[src/hw/rtl/char_lcd_two_line_frame_builder_defines.svh]
// Assertion macros for the two-line character LCD frame builder.
// Used only by the top level; no other dependencies.
`ifndef CHAR_LCD_TWO_LINE_FRAME_BUILDER_DEFINES_SVH
`define CHAR_LCD_TWO_LINE_FRAME_BUILDER_DEFINES_SVH

// Same-cycle implication, disabled during reset.
`define CLCD_ASSERT_NOW(label, clk, rst, ante, cons, msg) \
   label: assert property (@(posedge clk) disable iff (rst) (ante) |-> (cons)) \
      else $error(msg);

// Next-cycle implication, disabled during reset.
`define CLCD_ASSERT_NEXT(label, clk, rst, ante, cons, msg) \
   label: assert property (@(posedge clk) disable iff (rst) (ante) |=> (cons)) \
      else $error(msg);

`endif

[src/hw/rtl/clcd_pkg.sv]
// Shared types, constants and functions of the LCD frame builder.
// No dependencies.
package clcd_pkg;

   localparam logic [7:0] JUMP_LINE_ONE = 8'h80;
   localparam logic [7:0] JUMP_LINE_TWO = 8'hC0;
   localparam logic [7:0] NIBBLE_MASK   = 8'hF0;
   localparam logic [7:0] EN_BIT        = 8'h04;
   localparam logic [7:0] BL_BIT        = 8'h08;
   localparam logic [7:0] RS_BIT        = 8'h01;
   localparam logic [7:0] SPACE_CODE    = 8'h20;

   typedef enum logic {
      ST_IDLE,
      ST_WORK
   } clcd_state_type;

   typedef struct packed {
      logic capture;
      logic emit_jump;
      logic emit_char;
      logic emit_pad;
      logic finish;
   } clcd_cmd_type;

   typedef struct packed {
      logic jump_pending;
      logic char_pending;
      logic pad_pending;
      logic slot_free;
   } clcd_sts_type;

   // Four expander bytes for one LCD write, first byte in the low bits.
   function automatic logic [31:0] make_group(input logic [7:0] word, input logic data);
      logic [7:0] rs;
      logic [7:0] hi;
      logic [7:0] lo;
      rs = data ? RS_BIT : 8'h00;
      hi = word & NIBBLE_MASK;
      lo = {word[3:0], 4'h0};
      make_group = {lo | rs | BL_BIT,
                    lo | rs | EN_BIT | BL_BIT,
                    hi | rs | BL_BIT,
                    hi | rs | EN_BIT | BL_BIT};
   endfunction

endpackage

[src/hw/rtl/char_lcd_two_line_frame_builder.sv]
// Two-line character LCD frame builder: turns characters into 4-bit expander
// write groups. An item is taken when the block is idle; it then puts out one
// write group per cycle (line jump, character, padding spaces) through a single
// output register while rsp_tready does not hold it, and takes the next item only
// once all write groups of the last are issued. A line opens with its jump command,
// characters past LINE_WIDTH columns are dropped, end of line pads with spaces, and
// the last write group of an item that ends the second line closes a frame.
`include "char_lcd_two_line_frame_builder_defines.svh"

module char_lcd_two_line_frame_builder import clcd_pkg::*; #(
   parameter int LINE_WIDTH = 16
) (
   input  logic        clock,
   input  logic        reset,
   input  logic        req_tvalid,
   output logic        req_tready,
   input  logic [7:0]  req_tdata,   // [7:0] char_code
   input  logic        req_tuser,   // [0] char_valid
   input  logic        req_tlast,   // end_of_line
   output logic        rsp_tvalid,
   input  logic        rsp_tready,
   // [7:0] byte_first, [15:8] byte_second, [23:16] byte_third, [31:24] byte_fourth
   output logic [31:0] rsp_tdata,
   output logic [1:0]  rsp_tuser,   // [0] is_command, [1] last_of_item
   output logic        rsp_tlast    // last_of_frame
);

   localparam int COL_W = $clog2(LINE_WIDTH + 1);

   clcd_cmd_type cmd;
   clcd_sts_type sts;

   clcd_ctrl u_ctrl (
      .clock      (clock),
      .reset      (reset),
      .req_tvalid (req_tvalid),
      .req_tready (req_tready),
      .sts        (sts),
      .cmd        (cmd)
   );

   clcd_dp #(
      .LINE_WIDTH (LINE_WIDTH),
      .COL_W      (COL_W)
   ) u_dp (
      .clock      (clock),
      .reset      (reset),
      .cmd        (cmd),
      .sts        (sts),
      .req_tdata  (req_tdata),
      .req_tuser  (req_tuser),
      .req_tlast  (req_tlast),
      .rsp_tvalid (rsp_tvalid),
      .rsp_tready (rsp_tready),
      .rsp_tdata  (rsp_tdata),
      .rsp_tuser  (rsp_tuser),
      .rsp_tlast  (rsp_tlast)
   );

   `CLCD_ASSERT_NEXT(a_one_item_at_a_time, clock, reset, req_tvalid && req_tready, !req_tready, "item accepted while busy")
   `CLCD_ASSERT_NOW(a_frame_ends_item, clock, reset, rsp_tvalid && rsp_tlast, rsp_tuser[1], "frame end not at item end")
   `CLCD_ASSERT_NOW(a_single_emit, clock, reset, 1'b1, $onehot0({cmd.emit_jump, cmd.emit_char, cmd.emit_pad}), "more than one write at once")
   `CLCD_ASSERT_NOW(a_jump_code, clock, reset, rsp_tvalid && rsp_tuser[0], rsp_tdata[7:4] == 4'h8 || rsp_tdata[7:4] == 4'hC, "bad jump command")

endmodule

[src/hw/rtl/clcd_ctrl.sv]
// Controller of the LCD frame builder: sequences jump, character and padding writes.
// Depends on clcd_pkg.
module clcd_ctrl import clcd_pkg::*; (
   input  logic         clock,
   input  logic         reset,
   input  logic         req_tvalid,
   output logic         req_tready,
   input  clcd_sts_type sts,
   output clcd_cmd_type cmd
);

   clcd_state_type state_ff;
   clcd_state_type state_in;
   logic           busy;

   assign busy = sts.jump_pending | sts.char_pending | sts.pad_pending;

   always_comb begin
      state_in = state_ff;
      case (state_ff)
         ST_IDLE: begin
            if (req_tvalid) state_in = ST_WORK;
         end
         ST_WORK: begin
            if (!busy) state_in = ST_IDLE;
         end
         default: state_in = ST_IDLE;
      endcase
   end

   always_comb begin
      req_tready = 1'b0;
      cmd        = '0;
      case (state_ff)
         ST_IDLE: begin
            req_tready  = 1'b1;
            cmd.capture = req_tvalid;
         end
         ST_WORK: begin
            // one write group per free output slot, in line order
            if (sts.slot_free) begin
               if (sts.jump_pending)      cmd.emit_jump = 1'b1;
               else if (sts.char_pending) cmd.emit_char = 1'b1;
               else if (sts.pad_pending)  cmd.emit_pad  = 1'b1;
            end
            cmd.finish = !busy;
         end
         default: ;
      endcase
   end

   always_ff @(posedge clock) begin
      if (reset) state_ff <= ST_IDLE;
      else       state_ff <= state_in;
   end

endmodule

[src/hw/rtl/clcd_dp.sv]
// Datapath of the LCD frame builder: line state, held item and output register.
// Depends on clcd_pkg.
module clcd_dp import clcd_pkg::*; #(
   parameter int LINE_WIDTH = 16,
   parameter int COL_W      = 5
) (
   input  logic         clock,
   input  logic         reset,
   input  clcd_cmd_type cmd,
   output clcd_sts_type sts,
   input  logic [7:0]   req_tdata,
   input  logic         req_tuser,
   input  logic         req_tlast,
   output logic         rsp_tvalid,
   input  logic         rsp_tready,
   output logic [31:0]  rsp_tdata,
   output logic [1:0]   rsp_tuser,
   output logic         rsp_tlast
);

   localparam logic [COL_W-1:0] WIDTH_C = COL_W'(LINE_WIDTH);

   logic             line_ff, line_in;
   logic             jump_ff, jump_in;
   logic [COL_W-1:0] col_ff, col_in;
   logic [7:0]       code_ff, code_in;
   logic             chr_ff, chr_in;
   logic             eol_ff, eol_in;
   logic             out_valid_ff, out_valid_in;
   logic [31:0]      out_data_ff, out_data_in;
   logic             out_cmd_ff, out_cmd_in;
   logic             out_item_ff, out_item_in;
   logic             out_frame_ff, out_frame_in;

   logic [COL_W-1:0] col_inc;
   logic             room;
   logic             room_after;
   logic [7:0]       word;
   logic             more;
   logic             any_emit;

   assign col_inc    = col_ff + COL_W'(1);
   assign room       = col_ff < WIDTH_C;
   assign room_after = col_inc < WIDTH_C;
   assign any_emit   = cmd.emit_jump | cmd.emit_char | cmd.emit_pad;

   assign sts.jump_pending = !jump_ff;
   assign sts.char_pending = chr_ff & room;
   assign sts.pad_pending  = eol_ff & room;
   assign sts.slot_free    = !out_valid_ff | rsp_tready;

   // pick the write word and whether more writes follow for this item
   always_comb begin
      word = SPACE_CODE;
      more = room_after;
      if (cmd.emit_jump) begin
         word = line_ff ? JUMP_LINE_TWO : JUMP_LINE_ONE;
         more = sts.char_pending | sts.pad_pending;
      end else if (cmd.emit_char) begin
         word = code_ff;
         more = eol_ff & room_after;
      end
   end

   always_comb begin
      line_in      = line_ff;
      jump_in      = jump_ff;
      col_in       = col_ff;
      code_in      = code_ff;
      chr_in       = chr_ff;
      eol_in       = eol_ff;
      out_valid_in = out_valid_ff & !rsp_tready;
      out_data_in  = out_data_ff;
      out_cmd_in   = out_cmd_ff;
      out_item_in  = out_item_ff;
      out_frame_in = out_frame_ff;

      if (cmd.capture) begin
         code_in = req_tdata;
         chr_in  = req_tuser;
         eol_in  = req_tlast;
      end
      if (any_emit) begin
         out_valid_in = 1'b1;
         out_data_in  = make_group(word, !cmd.emit_jump);
         out_cmd_in   = cmd.emit_jump;
         out_item_in  = !more;
         out_frame_in = !more & eol_ff & line_ff;
      end
      if (cmd.emit_jump) jump_in = 1'b1;
      if (cmd.emit_char) begin
         chr_in = 1'b0;
         col_in = col_inc;
      end
      if (cmd.emit_pad) col_in = col_inc;
      // close the line once all its writes are out
      if (cmd.finish && eol_ff) begin
         line_in = !line_ff;
         col_in  = '0;
         jump_in = 1'b0;
         eol_in  = 1'b0;
      end
   end

   always_ff @(posedge clock) begin
      if (reset) begin
         line_ff      <= 1'b0;
         jump_ff      <= 1'b0;
         col_ff       <= '0;
         chr_ff       <= 1'b0;
         eol_ff       <= 1'b0;
         out_valid_ff <= 1'b0;
      end else begin
         line_ff      <= line_in;
         jump_ff      <= jump_in;
         col_ff       <= col_in;
         chr_ff       <= chr_in;
         eol_ff       <= eol_in;
         out_valid_ff <= out_valid_in;
      end
   end

   always_ff @(posedge clock) begin
      code_ff      <= code_in;
      out_data_ff  <= out_data_in;
      out_cmd_ff   <= out_cmd_in;
      out_item_ff  <= out_item_in;
      out_frame_ff <= out_frame_in;
   end

   assign rsp_tvalid = out_valid_ff;
   assign rsp_tdata  = out_data_ff;
   assign rsp_tuser  = {out_item_ff, out_cmd_ff};
   assign rsp_tlast  = out_frame_ff;

endmodule

[config.mk]
export PLATFORM = sky130hd
export DESIGN_NAME = char_lcd_two_line_frame_builder
export DESIGN_NICKNAME = d
export VERILOG_FILES = /design/src/hw/rtl/clcd_pkg.sv /design/src/hw/rtl/char_lcd_two_line_frame_builder.sv /design/src/hw/rtl/clcd_ctrl.sv /design/src/hw/rtl/clcd_dp.sv
export VERILOG_INCLUDE_DIRS = /design/src /design/src/hw/rtl
export SDC_FILE = /design/constraint.sdc
export NUM_CORES = 1
export LEC_CHECK = 0
export BUFFER_PORTS_ARGS = -buffer_cell sky130_fd_sc_hd__buf_4
export CORE_AREA = 8 8 66 68
export CTS_CLUSTER_SIZE = 20
export DETAILED_ROUTE_END_ITERATION = 10
export DIE_AREA = 0 0 74 76
export HOLD_SLACK_MARGIN = 0.02
export PLACE_DENSITY = 0.71
export RECOVER_POWER = 100
export SLEW_MARGIN = 5
export SYNTH_ARGS = -nofsm -noshare
export SYNTH_HDL_FRONTEND = slang
export SYNTH_SLANG_ARGS = --single-unit
[constraint.sdc]
create_clock -name clock -period 1.94 [get_ports clock]
set_clock_uncertainty 0.15 [all_clocks]
set_input_delay 0.388 -clock clock [delete_from_list [all_inputs] [get_ports clock]]
set_output_delay 0.388 -clock clock [all_outputs]
set_load 0.005 [all_outputs]
==> flow_summary.toml, run 1 <==
[run_status]
status = "completed"

[timing]
timing.setup.tns_ps = 0
rsz0062_at_grt = "no"
max-slew-margin-rel = 0.650
worstMarginPinSlew_ps = 525
hold_slack_ps = 108
finalCritPeriodShare = 0.857
fmax_mhz = 602
setup_violations = 0
period_minus_slack_ps = 1660
drv_slew = 0
hold_viol = 0

[setup_path]
critPathMaxFanout = 12
required_ps = 1750
crit_arrival_ps = 1470
end_kind = "flop"
crit_type = "flop to flop"
critPathLaunchType = "flop"

[finish]
largest_register_ffs = 9
area_growth_pct = 14.0
n_antenna_cell = 0
final_nets = 163
finalInstanceArea_um2 = 1640
drive_above_1_share = 0.289

[placement]
io_buffers = 38
dp_hpwl_um = 2040
placed_cell_area_um2 = 1640
place.gp.congestion = 0.767

[yosys]
syn_area_per_cell_um2 = 12.3
ys_seq_area_frac = 0.570
ys_ff_latch = 31
ys_types = 33
synthesis.area_um2 = 1440
yosysWarnings = 0
syn_inst = 117

[die]
placement_rows = 22
die-area_um2 = 5620
die_w_um = 74
fp.dieH_um = 76
ios = 51
start_util = 0.418
coreArea_um2 = 3440

[clock_tree]
clkTransAtPathRegs_ps = 90
htreeDepth = 2
clkSinkCount = 31
cts_buffers = 5
clk_latency_ps = 310
cts.repair.resized = 0
cts_tree = "built"
cts_buffer_depth = 2
ctsHoldBuffers = 0
postCtsSetupRepairBufs = 0
cts_root_buf = "clkbuf_4"

[drt]
drtPass1Iterations = 4
via_per_inst = 4.37
drt_iter0_markers = 23
ant_nets = 0
vias = 860
wirelength_um = 2470
wl_per_cell_um = 12.6
drc = 0

[global_routing]
busiest_layer = "met2"
grt.met2_usage = 0.149
grt_overflow_total = 0
grt_first_pass_wirelength_um = 3950
grt.met1_usage = 0.0931
antenna_found_initial = 0
grt_use_met3 = 0.0355
grt_max_degree = 13
grt_usage = 0.0906
grt_pass1_vias = 861

[power_and_ir_drop]
netSwitchingFraction = 0.229
p_comb_frac = 0.108
clkPwrFrac = 0.267
ir_worst_vdd_uv = 283
switching_power_mw = 0.279
leakage_nw = 0.664
p_int_mw = 0.943
p_per_area_nw_per_um2 = 745
power_frac_seq = 0.625

[min_path]
holdCritPathClass = "input port to flop"

[flow_run]
drv_cap = 0
[final timing paths]
check                  startpoint                  to  slack, ps  cells past startpoint
hold reg to reg   u_dp.code_ff[2]  u_dp.rsp_tdata[30]        360                      1
hold / removal       req_tdata[0]     u_dp.code_ff[0]        110                      1
setup reg to reg      u_dp.chr_ff  u_dp.rsp_tdata[13]        280                      3
setup / recovery      u_dp.chr_ff  u_dp.rsp_tdata[13]        280                      3
[routing by layer]
layer  wire length (µm)  vias up
met5                  0        -
met4                 61        0
met3                206        5
met2               1230       33
met1                976      393
li1                   -      429
[metrics by stage]
step           setup WS (ps)  total power [mW]  utilization  cells
3_5_place_dp             204             0.928        0.478    189
3_3_place_gp             244             0.923        0.478    189
6_report                 278              1.22        0.477    197
5_1_grt                  149              1.28        0.477    197
4_1_cts                  239              1.26        0.492    197
2_1_floorplan            319             0.881            -    127
[synthesized netlist by cell type]
| library cell | instances | area (µm²) |
|---|---|---|
| nand4b_1 | 1 | 8.76 |
| nor4b_4 | 1 | 23.8 |
| a21oi_1 | 4 | 20.0 |
| a221o_1 | 1 | 10.0 |
| nand2_1 | 5 | 18.8 |
| and2b_2 | 1 | 8.76 |
| buf_2 | 1 | 5.00 |
| a22o_1 | 1 | 8.76 |
| xor2_1 | 1 | 8.76 |
| buf_4 | 25 | 188 |
| dfxtp_1 | 11 | 220 |
| nand3_1 | 2 | 10.0 |
| ha_1 | 1 | 12.5 |
| nor3_1 | 1 | 5.00 |
| conb_1 | 2 | 7.51 |
| inv_1 | 4 | 15.0 |
| nand2b_1 | 3 | 18.8 |
| xnor2_1 | 4 | 35.0 |
| and3_1 | 2 | 12.5 |
| a41oi_1 | 1 | 8.76 |
| nor4b_2 | 1 | 15.0 |
| nand4_1 | 1 | 6.26 |
| o21bai_1 | 1 | 7.51 |
| nor2_1 | 8 | 30.0 |
| a211oi_1 | 1 | 7.51 |
| o21bai_4 | 1 | 18.8 |
| nand2_4 | 1 | 11.3 |
| and2_1 | 5 | 31.3 |
| nor2_2 | 1 | 6.26 |
| nor4_2 | 1 | 12.5 |
| nor3_4 | 1 | 16.3 |
| mux2i_1 | 3 | 30.0 |
| edfxtp_1 | 20 | 601 |
[cells by family (layout without fill, tap and decap cells)]
| logic type | after synthesis | after routing | synth area share |
|---|---|---|---|
| other cells | 2 | 12 | 0.00522 |
| flops | 31 | 31 | 0.570 |
| simple gates | 35 | 35 | 0.163 |
| compound gates | 10 | 10 | 0.0565 |
| fa+ha+maj | 1 | 1 | 0.00869 |
| buf+inv | 30 | 52 | 0.144 |
| mux | 3 | 3 | 0.0209 |
| xor+xnor | 5 | 5 | 0.0304 |
[cell type report]
class / count / area, µm²
clock buffers: 6 / 41.3
clock inverters: 2 / 8.76
fillers: 347 / 1800
inverters: 4 / 15.0
multi-input cells: 66 / 413
flip-flops and latches: 31 / 821
well taps: 48 / 60.1
repair buffers: 40 / 282
[power by group through the flow]
stage / clock, mW / sequential (mW) / combinational (mW)
4_1_cts: 0.346 / 0.767 / 0.146
5_1_grt: 0.364 / 0.770 / 0.145
3_3_place_gp: 0 / 0.780 / 0.142
2_1_floorplan: 0 / 0.779 / 0.102
6_report: 0.327 / 0.764 / 0.132
3_5_place_dp: 0 / 0.782 / 0.146
[critical path, cell delays in order (launching register included)]
cell and delay (ps):
dfxtp_1 450, o21bai_4 120, nand2_1 90, and3_1 500
[cell usage in the layout, fill, tap and decap left out, types with 2 or more instances in the layout]
cell type  count
clkbuf_1       6
nand2_1        6
xnor2_1        4
and3_1         2
dfxtp_1       11
edfxtp_1      20
nand2b_1       3
mux2i_1        3
buf_4          6
inv_1          4
clkbuf_4      34
and2_1         2
a21oi_1        4
and2_0         3
nand3_1        2
nor2_1         9
conb_1        12
nor3_1         2
No activity file was read; power rests on OpenSTA's default activity.
==> inputs of run 2 (changes only) <==
--- a/config.mk
+++ b/config.mk
@@ -7,14 +7,16 @@
 export NUM_CORES = 1
 export LEC_CHECK = 0
 export BUFFER_PORTS_ARGS = -buffer_cell sky130_fd_sc_hd__buf_4
-export CORE_AREA = 8 8 66 68
+export CAP_MARGIN = 20
+export CORE_AREA = 8 8 65 67
 export CTS_CLUSTER_SIZE = 20
 export DETAILED_ROUTE_END_ITERATION = 10
-export DIE_AREA = 0 0 74 76
+export DIE_AREA = 0 0 73 75
 export HOLD_SLACK_MARGIN = 0.02
-export PLACE_DENSITY = 0.71
+export PLACE_DENSITY = 0.72
 export RECOVER_POWER = 100
 export SLEW_MARGIN = 5
 export SYNTH_ARGS = -nofsm -noshare
 export SYNTH_HDL_FRONTEND = slang
+export SYNTH_HIERARCHICAL = 1
 export SYNTH_SLANG_ARGS = --single-unit
==> constraint.sdc (replaced) <==
create_clock -name clock -period 1.94 [get_ports clock]
set_clock_uncertainty 0.15 [all_clocks]
set_input_delay 0 -clock clock [delete_from_list [all_inputs] [get_ports clock]]
set_output_delay 0 -clock clock [all_outputs]
set_load 0.005 [all_outputs]
==> flow_summary.toml, run 2 <==
[run_status]
status = "completed"

[global_routing]
grt_max_degree = 13
grt_pass1_vias = 946
antenna_found_initial = 0
grt_overflow_total = 0
grt_first_pass_wirelength_um = 4190
grt_usage = 0.103

[clock_tree]
cts_root_buf = "clkbuf_4"
postCtsSetupRepairBufs = 0
cts_buffers = 5
clkTransAtPathRegs_ps = 100
clkSinkCount = 31
clk_latency_ps = 320
cts_buffer_depth = 2
cts_tree = "built"
htreeDepth = 2

[die]
die_w_um = 73
fp.dieH_um = 75
coreArea_um2 = 3230
die-area_um2 = 5480
ios = 51
placement_rows = 21
start_util = 0.430

[setup_path]
critPathMaxFanout = 7
critPathLaunchType = "flop"
crit_type = "flop to flop"
crit_arrival_ps = 1760
crit_start = "u_dp/chr_ff"
end_kind = "flop"
rr_startpoint = "u_dp/chr_ff"
required_ps = 1920

[drt]
vias = 934
wirelength_um = 2620
drt_iter0_markers = 35
ant_nets = 0
via_per_inst = 4.45
wl_per_cell_um = 12.5
drc = 0
drtPass1Iterations = 4

[placement]
place_ws_ps = 49.3
dp_hpwl_um = 2040
place.gp.congestion = 0.738
io_buffers = 38

[yosys]
synthesis.area_um2 = 1390
synth_top_cell_by_area = "edfxtp_1"
ys_seq_area_frac = 0.590
syn_inst = 118
synthTopCellsByCount = "buf_4, edfxtp_1, dfxtp_1, nor2_1, nand2_1"
netlist.area_leader.share = 0.432
async_flop_share = 0
yosys-top-cells-area = "edfxtp_1, dfxtp_1, buf_4"
synthFlopType = "edfxtp_1"
yosys.cell_count.top_type = "buf_4"
yosysWarnings = 6
syn_area_per_cell_um2 = 11.8
ys_ff_latch = 31
synth_edf_count = 20
ys_types = 29

[finish]
largest_register_ffs = 9
area_growth_pct = 27.2
drive_above_1_share = 0.293
n_antenna_cell = 0
nFillCells = 305
final_cell_mix = "clkbuf_4, edfxtp_1, dlygate4sd3_1"
final_nets = 178
final_common_cell = "clkbuf_4"

[timing]
finalWorstSetupSlack_ps = 161
rsz0062_at_grt = "no"
setup_violations = 0
drv_slew = 0
timing.setup.tns_ps = 0
fmax_mhz = 562
period_minus_slack_ps = 1780
finalCritPeriodShare = 0.917
hold_viol = 0

[flow_run]
drv_cap = 0

[power_and_ir_drop]
p_per_area_nw_per_um2 = 733
p_total_mw = 1.30
ir_worst_vdd_uv = 493
leakage_nw = 0.741

[min_path]
holdCritPathClass = "input port to flop"
min_from = "req_tdata[3]"
## run 2: logic make-up after synthesis
logic type,Yosys count,share of synthesized area
other,2,0.00540
AOI/OAI and AO/OA,12,0.0495
adders and majority gates,1,0.00900
DFF,31,0.590
muxes,2,0.0144
buffers and inverters,30,0.149
and+or+nand+nor,35,0.151
xor gates and xnor gates,5,0.0315
## run 2: final timing paths
kind                      end  slack, ps  cells past startpoint
max          u_dp/out_item_ff        160                      6
min           u_dp/code_ff[3]        260                      2
max reg2reg  u_dp/out_item_ff        160                      6
min reg2reg    u_dp/col_ff[1]        330                      2
## run 2: metal layers
| metal | track usage | vias up | wire length [µm] |
|---|---|---|---|
| li1 | - | 456 | - |
| met1 | 0.0977 | 425 | 994 |
| met2 | 0.167 | 44 | 1270 |
| met3 | 0.0493 | 9 | 295 |
| met4 | 0.0889 | 0 | 64 |
| met5 | 0 | - | 0 |
## run 2: what timing repair did
item                                   4_1_cts  5_1_grt
setup endpoints to repair                    0       15
hold buffers                                13        0
endpoints found under the hold margin       15        0
gates resized for setup                      0        3
## run 2: worst max-delay path: stages (launching register included)
cell	delay (ps)
dfxtp_1	360
inv_1	80
nor2_2	140
and4b_1	340
and2b_2	240
a21oi_1	50
o21ai_0	230
## run 2: through the flow
| step | util | hold slack (ps) | area [µm²] | cells |
|---|---|---|---|---|
| after floorplan | - | -80.6 | 1430 | 128 |
| after global placement | 0.494 | 28.0 | 1600 | 189 |
| after detailed placement | 0.494 | 29.5 | 1600 | 189 |
| after CTS | 0.553 | 219 | 1790 | 210 |
| after global routing | 0.547 | 229 | 1770 | 210 |
| final | 0.547 | 261 | 1770 | 210 |
## run 2: report_power, final
| part | switching (mW) | leakage, nW | internal [mW] |
|---|---|---|---|
| Combinational | 0.0748 | 0.423 | 0.0883 |
| Clock | 0.195 | 0.0353 | 0.175 |
| Sequential | 0.0170 | 0.282 | 0.746 |
## run 2: cell type report
cell class | count | area, µm² | area share
Sequential cell | 31 | 821 | 0.464
Multi-Input combinational cell | 67 | 392 | 0.222
Clock buffer | 7 | 55.1 | 0.0311
Tap cell | 46 | 57.6 | 0.0326
Inverter | 5 | 18.8 | 0.0106
Timing Repair Buffer | 53 | 419 | 0.237
Clock inverter | 1 | 5.00 | 0.00283
